[src/ppe_ram.sv]
// Generic single-port-write, registered-read RAM (read-first).
module ppe_ram #(
   parameter int WIDTH = 8,
   parameter int DEPTH = 256
) (
   input  logic                     clock,
   input  logic                     wr_en,
   input  logic [$clog2(DEPTH)-1:0] wr_addr,
   input  logic [WIDTH-1:0]         wr_data,
   input  logic                     rd_en,
   input  logic [$clog2(DEPTH)-1:0] rd_addr,
   output logic [WIDTH-1:0]         rd_data
);

   logic [WIDTH-1:0] mem_ff [DEPTH];
   logic [WIDTH-1:0] rd_data_ff;

   // Read old contents on a same-address write
   always_ff @(posedge clock) begin
      if (rd_en) begin
         rd_data_ff <= mem_ff[rd_addr];
      end
      if (wr_en) begin
         mem_ff[wr_addr] <= wr_data;
      end
   end

   assign rd_data = rd_data_ff;

endmodule

[config.mk]
export PLATFORM = sky130hd
export DESIGN_NAME = ppe_ram
export DESIGN_NICKNAME = d
export VERILOG_FILES = /design/src/ppe_ram.sv
export SDC_FILE = /design/constraint.sdc
export NUM_CORES = 2
export LEC_CHECK = 0
export ABC_CLOCK_PERIOD_IN_PS = 3750
export BUFFER_PORTS_ARGS = -buffer_cell sky130_fd_sc_hd__buf_2
export CAP_MARGIN = 30
export CELL_PAD_IN_SITES_DETAIL_PLACEMENT = 1
export CELL_PAD_IN_SITES_GLOBAL_PLACEMENT = 2
export CORE_ASPECT_RATIO = 1.1
export CORE_UTILIZATION = 51
export DETAILED_ROUTE_END_ITERATION = 10
export PLACE_DENSITY_LB_ADDON = 0.1
export SYNTH_ARGS = -nofsm -noshare
export SYNTH_HDL_FRONTEND = slang
export SYNTH_SLANG_ARGS = --single-unit
[constraint.sdc]
create_clock -name clock -period 3.75 [get_ports clock]
set_clock_uncertainty 0.15 [all_clocks]
set_input_delay 0.75 -clock clock [delete_from_list [all_inputs] [get_ports clock]]
set_output_delay 0.75 -clock clock [all_outputs]
set_load 0.005 [all_outputs]
* Word level (Yosys, flattened, before mapping)
Memory sizes are Yosys's and may differ from the RTL's. A register that Yosys moved wholly into a read port is not among the register bits.
Cells that the tools add are included.
** Storage, ports and cells
- Register bits after elaboration :: 0
- RAM bits :: 2048
- Bits of input ports :: 27
- Output and inout port bits :: 8
- Memories kept :: 1
** Operators by class
- Mux-type cells :: 2
** Memories
- mem_ff :: depth 256, bits a word 8, read ports 1, clocked after Yosys merged registers in 1, write ports 1, line 15 : logic [WIDTH-1:0] mem_ff [DEPTH];
** Operator list (number)
- $mux W1 :: 2

* Depth between registers and ports, before layout
- Word-level depth :: 2
- Depth in mapped cells :: 11

* Worst setup path before layout
Ideal clock, no wire load.
- Path kind :: in2reg
- Start point :: in rd_addr[0]
- End point :: reg rd_data_ff[2] (netlist: rd_data[2]), read port of mem_ff (data pin)
- Data arrival time :: 2.557 ns
- Data required time :: 3.331 ns
- Slack :: 0.774 ns
- Stages :: 9
- Buffers on the path :: 4
- Cells stage by stage :: buf_6 buf_12 buf_8 buf_2 mux4_2 a22oi_1 a21oi_1 nor4_1 nor4_2
** RTL lines
- from (decl) :: line 11 : input logic [$clog2(DEPTH)-1:0] rd_addr,
- to (decl) :: line 16 : logic [WIDTH-1:0] rd_data_ff;

==> metrics.txt <==
vias in the first global route 42,900; Slew @ Worst Pin 1.11 ns; via count 41,100; area of the multi-input gates 16,500 um^2; WS Path Type in2reg; CP required 4.18 ns; leading cell types in the layout, fill and taps excluded edfxtp_1, buf_4, mux4_2, nor2_1, clkbuf_16; Post-Synthesis Cell Area 79,600 um^2; outcome complete, no violations; Worst path max stage delay 0.63 ns; DRT Pass-1 Iters 7; TritonCTS Sinks 2,056; first-pass GRT wire length 318,000 um; top cells by area, synth edfxtp_1, mux4_2, mux2i_1; final setup vio count 0; register area share after synthesis 77.5%; Clk Latency, worst-skew pair 0.84 ns; CP max-delay cell a221oi_1; fin crit share 92.6%; Ys Warns 0; share of layout cells above drive strength 1 30.0%; Layout Cells excl Fill 6,518; DIE WIDTH 379 um; Core ar. 155,000 um^2; post-DR vias/cell 6.31; Finished Cell Area 92,500 um^2; most used cell, CP buf_12; Synth top area share 77.5%; Initial DRC Count 4,449; Crit Reg-Reg Startpoint mem_ff[83][5]; filler instances 13,000; worst reg2reg setup slack 0.57 ns; HP Class in2reg; Die Y 416 um; relative slew slack 26.0%; VDD IR-drop max 0.000408 V; Tot GR Track Use 28.9%; die area 158,000 um^2; Layout area overhead 16.1%; Residual DRC 0; clock transition at the registers of the reported paths 0.06 ns; gpl congestion 0.874; placed cell area 86,000 um^2; CTS Hold Bufs 0; Post-synth EDFFs 2,056; PostCTS Resize Cnt 0; initial antenna violation count 17; worst-path fanout max 32; worst setup path endpoint rd_data[5]; Core Rows 151; reg-to-reg endpoint rd_data[5]; IO buf count 34; Syn Area/Cell 21.3 um^2; Final Hold Violating Endpoints 0; Synth cell types 54; CTS tree done; IO Pins 35; Synth Flop Type edfxtp_1; Hold Path Origin rd_en; Critical Path AT 3.90 ns; worst setup path startpoint rd_addr[0]; cell count after synthesis 3,733; Synth area leader edfxtp_1; Post-DP HPWL 146,000 um; Max-Cap Viols 0; Initial Utilization 51.5%; register area 61,700 um^2; register bit total from synthesis 2,056; nets@finish 4,313; Fmax 288 MHz; Slew Viols, Final 0; Tmin final 3.47 ns; Max Buffers Root-to-Sink 3; drt wl/cell 34.3 um; Synth async-reset ratio 0%; root buffer cell clkbuf_16; Post-DRT Antenna Nets 0; largest net degree at the start of global routing 123; Leakage Power 29.7 nW; Post-CTS Setup Repair Bufs 0; Worst setup SP type primary input; H-tree depth 4; Net Count, Synth 3,760; cells on worst reg2reg path 7; power per cell area 518 nW/um^2; Critical Path End Type register; commonest non-fill, non-tap cell in the layout edfxtp_1; worst path cell trace buf_8, buf_12, buf_12, mux4_2, a22o_1, a221oi_1, o32ai_1, nor3_1, buf_4, nor4_1; RSZ-0062 raised after global routing no; Num CTS Buffers 200; DP Cell Count 6,148; total grt overflow 0; final wirelength 224,000 um
flip-flops by register name (all words and copies together) (netlist names):
signal and count:
mem_ff 2048, rd_data 8
layout make-up:
| class | instances | share of cell area (%) |
|---|---|---|
| Antenna cell | 7 | 0.0189 |
| Clock buffer | 248 | 5.72 |
| Clock inverter | 114 | 1.21 |
| Inverter | 2 | 0.00812 |
| Multi-Input combinational cell | 1442 | 17.8 |
| Sequential cell | 2056 | 66.8 |
| Tap cell | 2065 | 2.79 |
| Timing Repair Buffer | 584 | 5.63 |
power by group:
part | leakage, nW | switching [mW] | internal (mW) | total [mW]
clock | 3.14 | 8.50 | 11.4 | 19.9
combinational | 8.04 | 1.63 | 0.985 | 2.62
sequential | 18.5 | 0.0378 | 25.3 | 25.4
total | 29.7 | 10.2 | 37.7 | 47.9
metal layers:
layer	part of all wire (%)	up-vias	GRT usage, %
met5	0.018	-	0
met4	2.8	6	8.21
met3	8.0	315	5.13
met2	50	1756	46.8
met1	40	22200	40.5
li1	-	16800	-
worst min-delay path by stage:
stage / endpoint / slack, ns / cells after the start
after floorplan: mem_ff[0][0] / 0.70 / 0
after global placement: rd_data[6] / 1.02 / 5
after detailed placement: rd_data[6] / 1.04 / 5
after CTS: rd_data[3] / 0.16 / 1
after global routing: rd_data[3] / 0.18 / 1
final: rd_data[5] / 0.23 / 1
logic make-up after synthesis:
kind of cell	share of synthesized area, %
AO/OA/AOI/OAI	3.42
AND/OR/NAND/NOR	2.63
multiplexers	14.6
buffers and inverters	1.83
flip-flops	77.5
through the flow:
stage                     worst slack (ns)  utilization [%]  hold slack (ns)  TNS, ns  total power [mW]
after floorplan                      0.774                -            0.699        0              27.1
after global placement              -0.580             55.6             1.02    -2.40              28.4
after detailed placement            -0.576             55.7             1.04    -1.95              28.5
after CTS                            0.316             59.8            0.158        0              48.2
after global routing                 0.294             59.8            0.179        0              49.0
final                                0.276             59.8            0.230        0              47.9
critical path, delay by kind of cell:
family	cells	cell delay [ns]
muxes	1	0.54
buffers and inverters	4	0.90
and+or+nand+nor	2	0.57
AOI/OAI and AO/OA	3	1.10
Yosys cell counts (2+ instances only):
master / n
or2_2: 4
o21ai_0: 10
nor2_1: 282
nand3b_1: 2
a211oi_1: 16
o22a_1: 5
clkbuf_1: 111
nor3_1: 22
nor4_1: 24
buf_1: 22
nand2_1: 33
mux2i_1: 134
nand2b_1: 8
o221ai_1: 46
nor4_2: 3
o22ai_1: 28
and2_1: 6
buf_8: 13
a311oi_1: 2
buf_6: 21
o21ai_1: 2
a31oi_1: 2
a21oi_1: 96
o32ai_1: 4
edfxtp_1: 2056
buf_12: 8
a221oi_1: 13
a2111oi_0: 2
buf_2: 31
nor2b_1: 31
nand3_1: 34
a22oi_1: 133
buf_4: 27
and3b_1: 2
nand4_1: 10
o211ai_1: 10
mux4_1: 2
a22o_1: 8
a2111oi_1: 2
mux4_2: 454
Power figures use the tool's default switching activity.
