## src/ppe_pkg.sv

```systemverilog
// Shared types, constants and register codes of the palette expander.
package ppe_pkg;

   // Default sizes of the palette store and of one row
   localparam int PPE_PALETTE_ENTRIES = 256;
   localparam int PPE_MAX_ROW_PIXELS  = 16384;

   // Widths of the register fields and the payload
   localparam int PPE_DEPTH_W = 4;
   localparam int PPE_COUNT_W = 9;
   localparam int PPE_ROW_W   = 15;
   localparam int PPE_CSR_W   = 15;
   localparam int PPE_CSR_A_W = 2;
   localparam int PPE_BYTE_W  = 8;
   localparam int PPE_RGB_W   = 24;

   // Register indexes
   localparam logic [PPE_CSR_A_W-1:0] CSR_SAMPLE_DEPTH  = 2'd0;
   localparam logic [PPE_CSR_A_W-1:0] CSR_PALETTE_COUNT = 2'd1;
   localparam logic [PPE_CSR_A_W-1:0] CSR_ALPHA_COUNT   = 2'd2;
   localparam logic [PPE_CSR_A_W-1:0] CSR_ROW_WIDTH     = 2'd3;

   // Register reset values
   localparam logic [PPE_DEPTH_W-1:0] RST_SAMPLE_DEPTH  = 4'd8;
   localparam logic [PPE_COUNT_W-1:0] RST_PALETTE_COUNT = 9'd0;
   localparam logic [PPE_COUNT_W-1:0] RST_ALPHA_COUNT   = 9'd0;
   localparam logic [PPE_ROW_W-1:0]   RST_ROW_WIDTH     = 15'd1;

   // Sample depth codes; any other code acts as eight bits
   localparam logic [PPE_DEPTH_W-1:0] DEPTH_1 = 4'd1;
   localparam logic [PPE_DEPTH_W-1:0] DEPTH_2 = 4'd2;
   localparam logic [PPE_DEPTH_W-1:0] DEPTH_4 = 4'd4;

   // Request operations
   localparam logic OP_WRITE_ENTRY = 1'b0;
   localparam logic OP_DATA_BYTE   = 1'b1;

   localparam logic [PPE_BYTE_W-1:0] ALPHA_OPAQUE = 8'hFF;

   // Configuration seen by the unpacker
   typedef struct packed {
      logic [PPE_DEPTH_W-1:0] depth;
      logic [PPE_ROW_W-1:0]   row_width;
   } ppe_unpack_cfg_type;

   // One sample leaving the unpacker
   typedef struct packed {
      logic [PPE_BYTE_W-1:0] index;
      logic [PPE_BYTE_W-1:0] gray;
      logic                  row_end;
      logic                  last;
   } ppe_sample_type;

endpackage

```

## src/ppe_unpack.sv

```systemverilog
// Byte unpacker: splits a row byte into samples and tracks the row column.
module ppe_unpack
   import ppe_pkg::*;
#(
   parameter int MAX_ROW_PIXELS = PPE_MAX_ROW_PIXELS
) (
   input  logic                  clock,
   input  logic                  reset,
   input  ppe_unpack_cfg_type    cfg,
   input  logic                  load,
   input  logic [PPE_BYTE_W-1:0] load_byte,
   output logic                  free,
   output logic                  smp_valid,
   input  logic                  smp_ready,
   output ppe_sample_type        smp
);

   localparam int ColW = $clog2(MAX_ROW_PIXELS + 1);
   localparam int CmpW = ((ColW > PPE_ROW_W) ? ColW : PPE_ROW_W) + 1;

   logic                  busy_ff, busy_in;
   logic [PPE_BYTE_W-1:0] byte_ff, byte_in;
   logic [2:0]            cnt_ff, cnt_in;
   logic [ColW-1:0]       column_ff, column_in;

   logic [PPE_BYTE_W-1:0] shifted;
   logic [2:0]            cnt_init;
   logic [CmpW-1:0]       width_raw, width_max, width_eff, col_next;
   logic                  end_row, last_smp, advance;

   // Pick the top sample and its gray scaling by depth
   always_comb begin
      smp.row_end = end_row;
      smp.last    = last_smp;
      smp.index   = byte_ff;
      smp.gray    = byte_ff;
      shifted     = '0;
      cnt_init    = 3'd0;
      unique case (cfg.depth)
         DEPTH_1: begin
            smp.index = {7'd0, byte_ff[7]};
            smp.gray  = {8{byte_ff[7]}};
            shifted   = {byte_ff[6:0], 1'b0};
            cnt_init  = 3'd7;
         end
         DEPTH_2: begin
            smp.index = {6'd0, byte_ff[7:6]};
            smp.gray  = {4{byte_ff[7:6]}};
            shifted   = {byte_ff[5:0], 2'd0};
            cnt_init  = 3'd3;
         end
         DEPTH_4: begin
            smp.index = {4'd0, byte_ff[7:4]};
            smp.gray  = {2{byte_ff[7:4]}};
            shifted   = {byte_ff[3:0], 4'd0};
            cnt_init  = 3'd1;
         end
         default: begin
            smp.index = byte_ff;
            smp.gray  = byte_ff;
            shifted   = '0;
            cnt_init  = 3'd0;
         end
      endcase
   end

   // Clamp the row width and test for the row end
   always_comb begin
      width_raw = CmpW'(cfg.row_width);
      width_max = CmpW'(MAX_ROW_PIXELS);
      priority if (width_raw == '0) begin
         width_eff = CmpW'(1);
      end else if (width_raw > width_max) begin
         width_eff = width_max;
      end else begin
         width_eff = width_raw;
      end
      col_next = CmpW'(column_ff) + CmpW'(1);
      end_row  = (col_next >= width_eff);
   end

   assign last_smp    = end_row || (cnt_ff == 3'd0);
   assign smp_valid   = busy_ff;
   assign advance     = busy_ff && smp_ready;
   assign free        = !busy_ff || (smp_ready && last_smp);

   // Load a new byte, or shift out one sample per advance
   always_comb begin
      busy_in   = busy_ff;
      byte_in   = byte_ff;
      cnt_in    = cnt_ff;
      column_in = column_ff;
      if (advance) begin
         column_in = end_row ? '0 : ColW'(col_next);
         byte_in   = shifted;
         cnt_in    = cnt_ff - 3'd1;
         if (last_smp) begin
            busy_in = 1'b0;
         end
      end
      if (load) begin
         busy_in = 1'b1;
         byte_in = load_byte;
         cnt_in  = cnt_init;
      end
   end

   always_ff @(posedge clock) begin
      if (reset) begin
         busy_ff   <= 1'b0;
         column_ff <= '0;
      end else begin
         busy_ff   <= busy_in;
         column_ff <= column_in;
      end
      byte_ff <= byte_in;
      cnt_ff  <= cnt_in;
   end

endmodule

```

## config.mk

```make
export PLATFORM = sky130hd
export DESIGN_NAME = ppe_unpack
export DESIGN_NICKNAME = d
export VERILOG_FILES = /design/src/ppe_pkg.sv /design/src/ppe_unpack.sv
export SDC_FILE = /design/constraint.sdc
export NUM_CORES = 1
export LEC_CHECK = 0
export BUFFER_PORTS_ARGS = -buffer_cell sky130_fd_sc_hd__buf_2
export CORE_MARGIN = 3
export CORE_UTILIZATION = 40
export DETAILED_ROUTE_END_ITERATION = 8
export GPL_TIMING_DRIVEN = 0
export SYNTH_ARGS = -nofsm -noshare
export SYNTH_HDL_FRONTEND = slang
export SYNTH_SLANG_ARGS = --single-unit
export TNS_END_PERCENT = 30
```

## constraint.sdc

```tcl
create_clock -name clock -period 5.84 [get_ports clock]
set_input_delay 1.46 -clock clock [delete_from_list [all_inputs] [get_ports clock]]
set_output_delay 1.46 -clock clock [all_outputs]
set_load 0.02 [all_outputs]
```

; After elaboration in Yosys (flattened, before gate mapping)
; Cells that the tools add are included.
[word_totals]
wordCells = 34
inputBits = 31
regBits = 27
[op_classes]
eq_ne = 3
mux = 13
n_reduce_logical = 10
n_lt_le_gt_ge = 2
add_sub_neg = 2
[op_table]
columns = operator, n
row1 = 16-bit one-hot mux with 3 select lines, 1
row2 = 15-bit two-way mux, 3
row3 = 8-bit one-hot mux with 3 select lines, 1
row4 = 15-bit by 1-bit adder with 16-bit output (second input constant), 1
row5 = 16-bit greater-or-equal comparator, 1
row6 = 8-bit two-way mux, 2
row7 = 15-bit > comparator (second input constant), 1
row8 = 15-bit zero test, 1
row9 = 3-bit one-hot mux with 3 select lines, 1
row10 = 3-bit two-way mux, 2
row11 = 4-bit by 1-bit == test with 1-bit output (second input constant), 1
row12 = 4-bit by 2-bit == test with 1-bit output (second input constant), 1
row13 = 4-bit by 3-bit == test with 1-bit output (second input constant), 1
row14 = 2-bit nonzero test, 2
row15 = 3-bit zero test, 1
row16 = 1-bit two-way mux, 3
row17 = 3-bit by 1-bit subtractor with 3-bit output (second input constant), 1
row18 = 1-bit logical AND, 2
row19 = 1-bit logical OR, 2
row20 = 2-bit AND reduction, 1
row21 = 1-bit zero test, 1

; Depth between registers and ports, before layout
[depth]
depth_word = 8
mapped_depth = 14
ltp_nobuf = 13

; Least setup slack after synthesis
; No wires, ideal clock.
[synth_path]
path_kind = in2out
startpoint = input cfg[9] (netlist name)
endpoint = output smp[0] (netlist name)
cell_stages = 10
t_arrival_ps = 3729
setup_slack_ps = 651
n_path_buf = 1
cell_sequence = nor4_1 > nand4_1 > a21oi_1 > ha_1 > nand2b_4 > a2111oi_4 > a2111oi_2 > or4_4 > or2_4 > buf_4
[synth_between]
elab_chain_cells = 5
word_cells_on_any_way = 6
classes_between = order compare (2) / mux (2) / reduce/logical (2)
[synth_rtl]
columns = element, line_no
row1 = "start, declared", ppe_unpack.sv:9  ; input ppe_unpack_cfg_type cfg,
row2 = 15-bit > comparator, ppe_unpack.sv:73  ; end else if (width_raw > width_max) begin
row3 = 15-bit two-way mux, ppe_unpack.sv:73
row4 = 15-bit two-way mux (*), ppe_unpack.sv:71  ; priority if (width_raw == '0) begin
row5 = 16-bit greater-or-equal comparator (*), ppe_unpack.sv:79  ; end_row = (col_next >= width_eff);
row6 = via end_row, ppe_unpack.sv:29  ; logic end_row, last_smp, advance;
row7 = 1-bit logical OR (*), ppe_unpack.sv:82  ; assign last_smp = end_row || (cnt_ff == 3'd0);
row8 = "end, declared", ppe_unpack.sv:15  ; output ppe_sample_type smp
; Mark *: on every way through the listed nets, which the timed path passes. The rest lies on a longest branch.

; Worst setup path after layout
[layout_path]
startpoint = input cfg[0] (netlist name)
endpoint = output smp[0] (netlist name)
; Same word-level chain as after synthesis.

==> metrics.md <==
| Metric | Value |
|---|---|
| Reg-to-reg startpoint | column_ff[0] |
| Number of global-route vias before repair | 1676 |
| Core area | 4850 µm² |
| Cell count after synthesis | 243 |
| RSZ-0062 raised after global routing | no |
| Adder and majority gate portion of the synthesized area | 10.9% |
| Most frequent cells in the layout | buf_2, nand2_1, a21oi_1 |
| Placement Setup Slack | 134 ps |
| Dpl hpwl | approximately 4000 µm |
| Wire per inst | about 13 µm |
| Worst-path clk slew | 100 ps |
| Hold Violations, Final | 0 |
| Skew-Pair Late Insertion Delay | 270 ps |
| Commonest non-fill, non-tap cell in the layout | buf_2 |
| CTS sink cnt | 27 |
| Largest family of logic cells by synthesized area | simple AND/OR/NAND/NOR gates |
| Status | complete, no violations |
| Post-synthesis mux area share | 1.57% |
| CTS Buffer Depth | 2 |
| Syn avg cell area | 8.51 µm² |
| First-pass GRT wire length | 7990 µm |
| Nets@finish | around 350 |
| Fin Clk Skew | 8.06 ps |
| Setup ws final | 184 ps |
| Setup tns final | 0 ps |
| # rows | 25 |
| Critical path endpoint category | output port |
| Final setup fails | 0 |
| Ys flop type | dfxtp_1 |
| Hold crit path type | flip-flop to flip-flop |
| Synth cell types | 43 |
| R2R depth | 13 |
| Crit Path Category | primary input to output port |
| RR Endpoint | column_ff[11] |
| Largest net degree at the start of global routing | 16 |
| DIE HEIGHT | 77.9 µm |
| Hold Path End | column_ff[10] |
| Post-synth net total | between 200 and 300 |
| Asr flop ratio synth | 0% |
| Sequential area share after synthesis | 31.5% |
| Routability congestion estimate | 0.811 |
| Crit path launch type | primary input |
| Slew margin rel. | between 10% and 20% |
| Final Max Tran Viols | 0 |
| Hold Crit Depth | 1 |
| Final Critical Period | around 5700 ps |
| CTS root buffer | clkbuf_8 |
| H-tree levels | 1 |
| Max Cap Violations | 0 |
| GR Overflow Total | 0 |
| Yosys warns | 0 |
| Die Area | 6070 µm² |
| Ant. Diodes | 0 |
| DRC errors left | 0 |
| Number of enable flip-flop cells after synthesis | 11 |
| Power per cell area | ~180 nW/µm² |
| Setup Buffers After CTS | 0 |
| Share of layout cells above drive strength 1 | 23.9% |
| Synth Area in XOR/XNOR | 5.93% |
| Synth Area in Simple Gates | 24.8% |
| Compound-Gate Fraction of Synth Area | 21.1% |
| Synthesized flop and latch total | 27 |
| Hold_sp | column_ff[10] |
| Crit-path max FO | 3 |
| Die X | a little under 80 µm |
| Routed Antenna Nets | 0 |
| Tot GR Track Use | around 16% |
| Least-Margin Pin Slew | 1290 ps |
| Reg2Reg Setup Slack | 2160 ps |
| Antenna violations before repair | 0 |
| Drt pass-1 iters | 4 |
| Crit path DAT | 4200 ps |
| Synthesis-to-finish area growth | 19.3% |
| # port buffers | 50 |
| Max Fclk | 0.177 GHz |
| Detailed Route WL | about 4900 µm |
| Fin crit share | 96.9% |
| TritonCTS clock tree | done |
| Worst vdd ir | 112 µV |
| Synth Cell Area | between 2000 and 2500 µm² |
| Initial Util | 42.6% |
| TritonCTS buffer count | 3 |
| Via count | roughly 1900 |
| Lkg Pwr | 1.09 nW |
| Num ports | 51 |
| Via/cell ratio | approximately 5.2 |
| Data required, critical path | 4380 ps |
| Initial DRC count | 149 |
[state kept, by name (all words and copies together) (netlist names)]
register,count
byte_ff,8
cnt_ff,3
column_ff,15
smp_valid,1
[report_power, final]
group          leakage, nW  switching (mW)  total (mW)  internal [mW]
registers            0.242         0.00874       0.216          0.207
logic                0.826          0.0662       0.112         0.0459
clock network       0.0255          0.0587       0.107         0.0478
total                 1.09           0.134       0.434          0.301
[kinds of logic (layout without fill, tap and decap cells)]
logic type / count (synthesis) / count (layout)
fa+ha+maj: 18 / 18
xor+xnor: 14 / 14
simple gates: 99 / 99
mux: 3 / 3
flops: 27 / 27
compound gates: 63 / 63
buf+inv: 19 / 73
[repair_timing]
action	4_1_cts	5_1_grt
endpoints found under the setup margin	0	2
gates resized for setup	0	2
hold buffers	0	0
[cell usage after synthesis, types with 2 or more instances]
cell       n  share of area (%)
nor4b_1    2               0.85
ha_1      18                 11
or3_1      3               0.91
inv_1      8                1.5
a22o_1     6                2.5
buf_4      4                1.5
nand4_1    5                1.5
and2_1     5                1.5
a31oi_1    9                2.7
nand3_1    7                1.7
a222oi_1   4                1.9
clkbuf_1   5               0.91
dfxtp_1   16                 15
mux2_2     2                1.1
nor2_1    13                2.4
o21a_1     2               0.73
nand2b_1   5                1.5
a21oi_1   19                4.6
nor3_1     3               0.73
nand2_1   43                7.8
a22oi_1    4                1.5
xnor2_1    6                2.5
o21ai_0   12                2.9
edfxtp_1  11                 16
and3_1     2               0.61
xor2_1     8                3.4
nor4_1     4                1.2
o211ai_1   2               0.73
[worst max-delay path by stage]
stage | startpoint | end | slack (ps) | cells past startpoint
global route | cfg[0] | smp[0] | 2 | 12
CTS | cfg[14] | smp[0] | 130 | 12
floorplan | cfg[9] | smp[0] | 650 | 10
finish | cfg[0] | smp[0] | 180 | 12
detailed placement | cfg[14] | smp[0] | 130 | 12
global placement | cfg[9] | smp[0] | 140 | 12
[critical path, cell delays in order]
cell and delay, ps:
buf_2 100, nor4_1 310, nand4_1 170, a21oi_1 190, ha_1 250, nand2b_4 140
a2111oi_4 400, a2111oi_4 100, or4_4 550, or2_4 250, buf_4 120, buf_2 150
[final cells by class]
type	instances	area (µm²)
Fill cell	500	2380
Multi-Input combinational cell	197	1350
Sequential cell	27	651
Timing Repair Buffer	50	250
Tap cell	67	83.8
Buffer	11	57.6
Clock buffer	3	41.3
Inverter	8	30.0
Clock inverter	1	5.00
[metrics by stage]
stage | util, % | total power, mW | cell area (µm²) | cells | hold slack (ps)
2_1_floorplan | - | 0.291 | 2070 | 243 | 462
3_3_place_gp | 49.5 | 0.329 | 2400 | 360 | 487
3_5_place_dp | 49.5 | 0.331 | 2400 | 360 | 495
4_1_cts | 50.5 | 0.440 | 2450 | 364 | 519
5_1_grt | 50.9 | 0.460 | 2470 | 364 | 552
6_report | 50.9 | 0.434 | 2470 | 364 | 520
[routing by layer]
| layer | vias to the layer above | global-route usage [%] | routed length (µm) |
|---|---|---|---|
| li1 | 1007 | - | - |
| met1 | 856 | 24.8 | 2480 |
| met2 | 28 | 23.6 | 2190 |
| met3 | 2 | 2.90 | 180 |
| met4 | 0 | 2.14 | 18 |
| met5 | - | 0 | 0 |
Power figures use the tool's default switching activity.
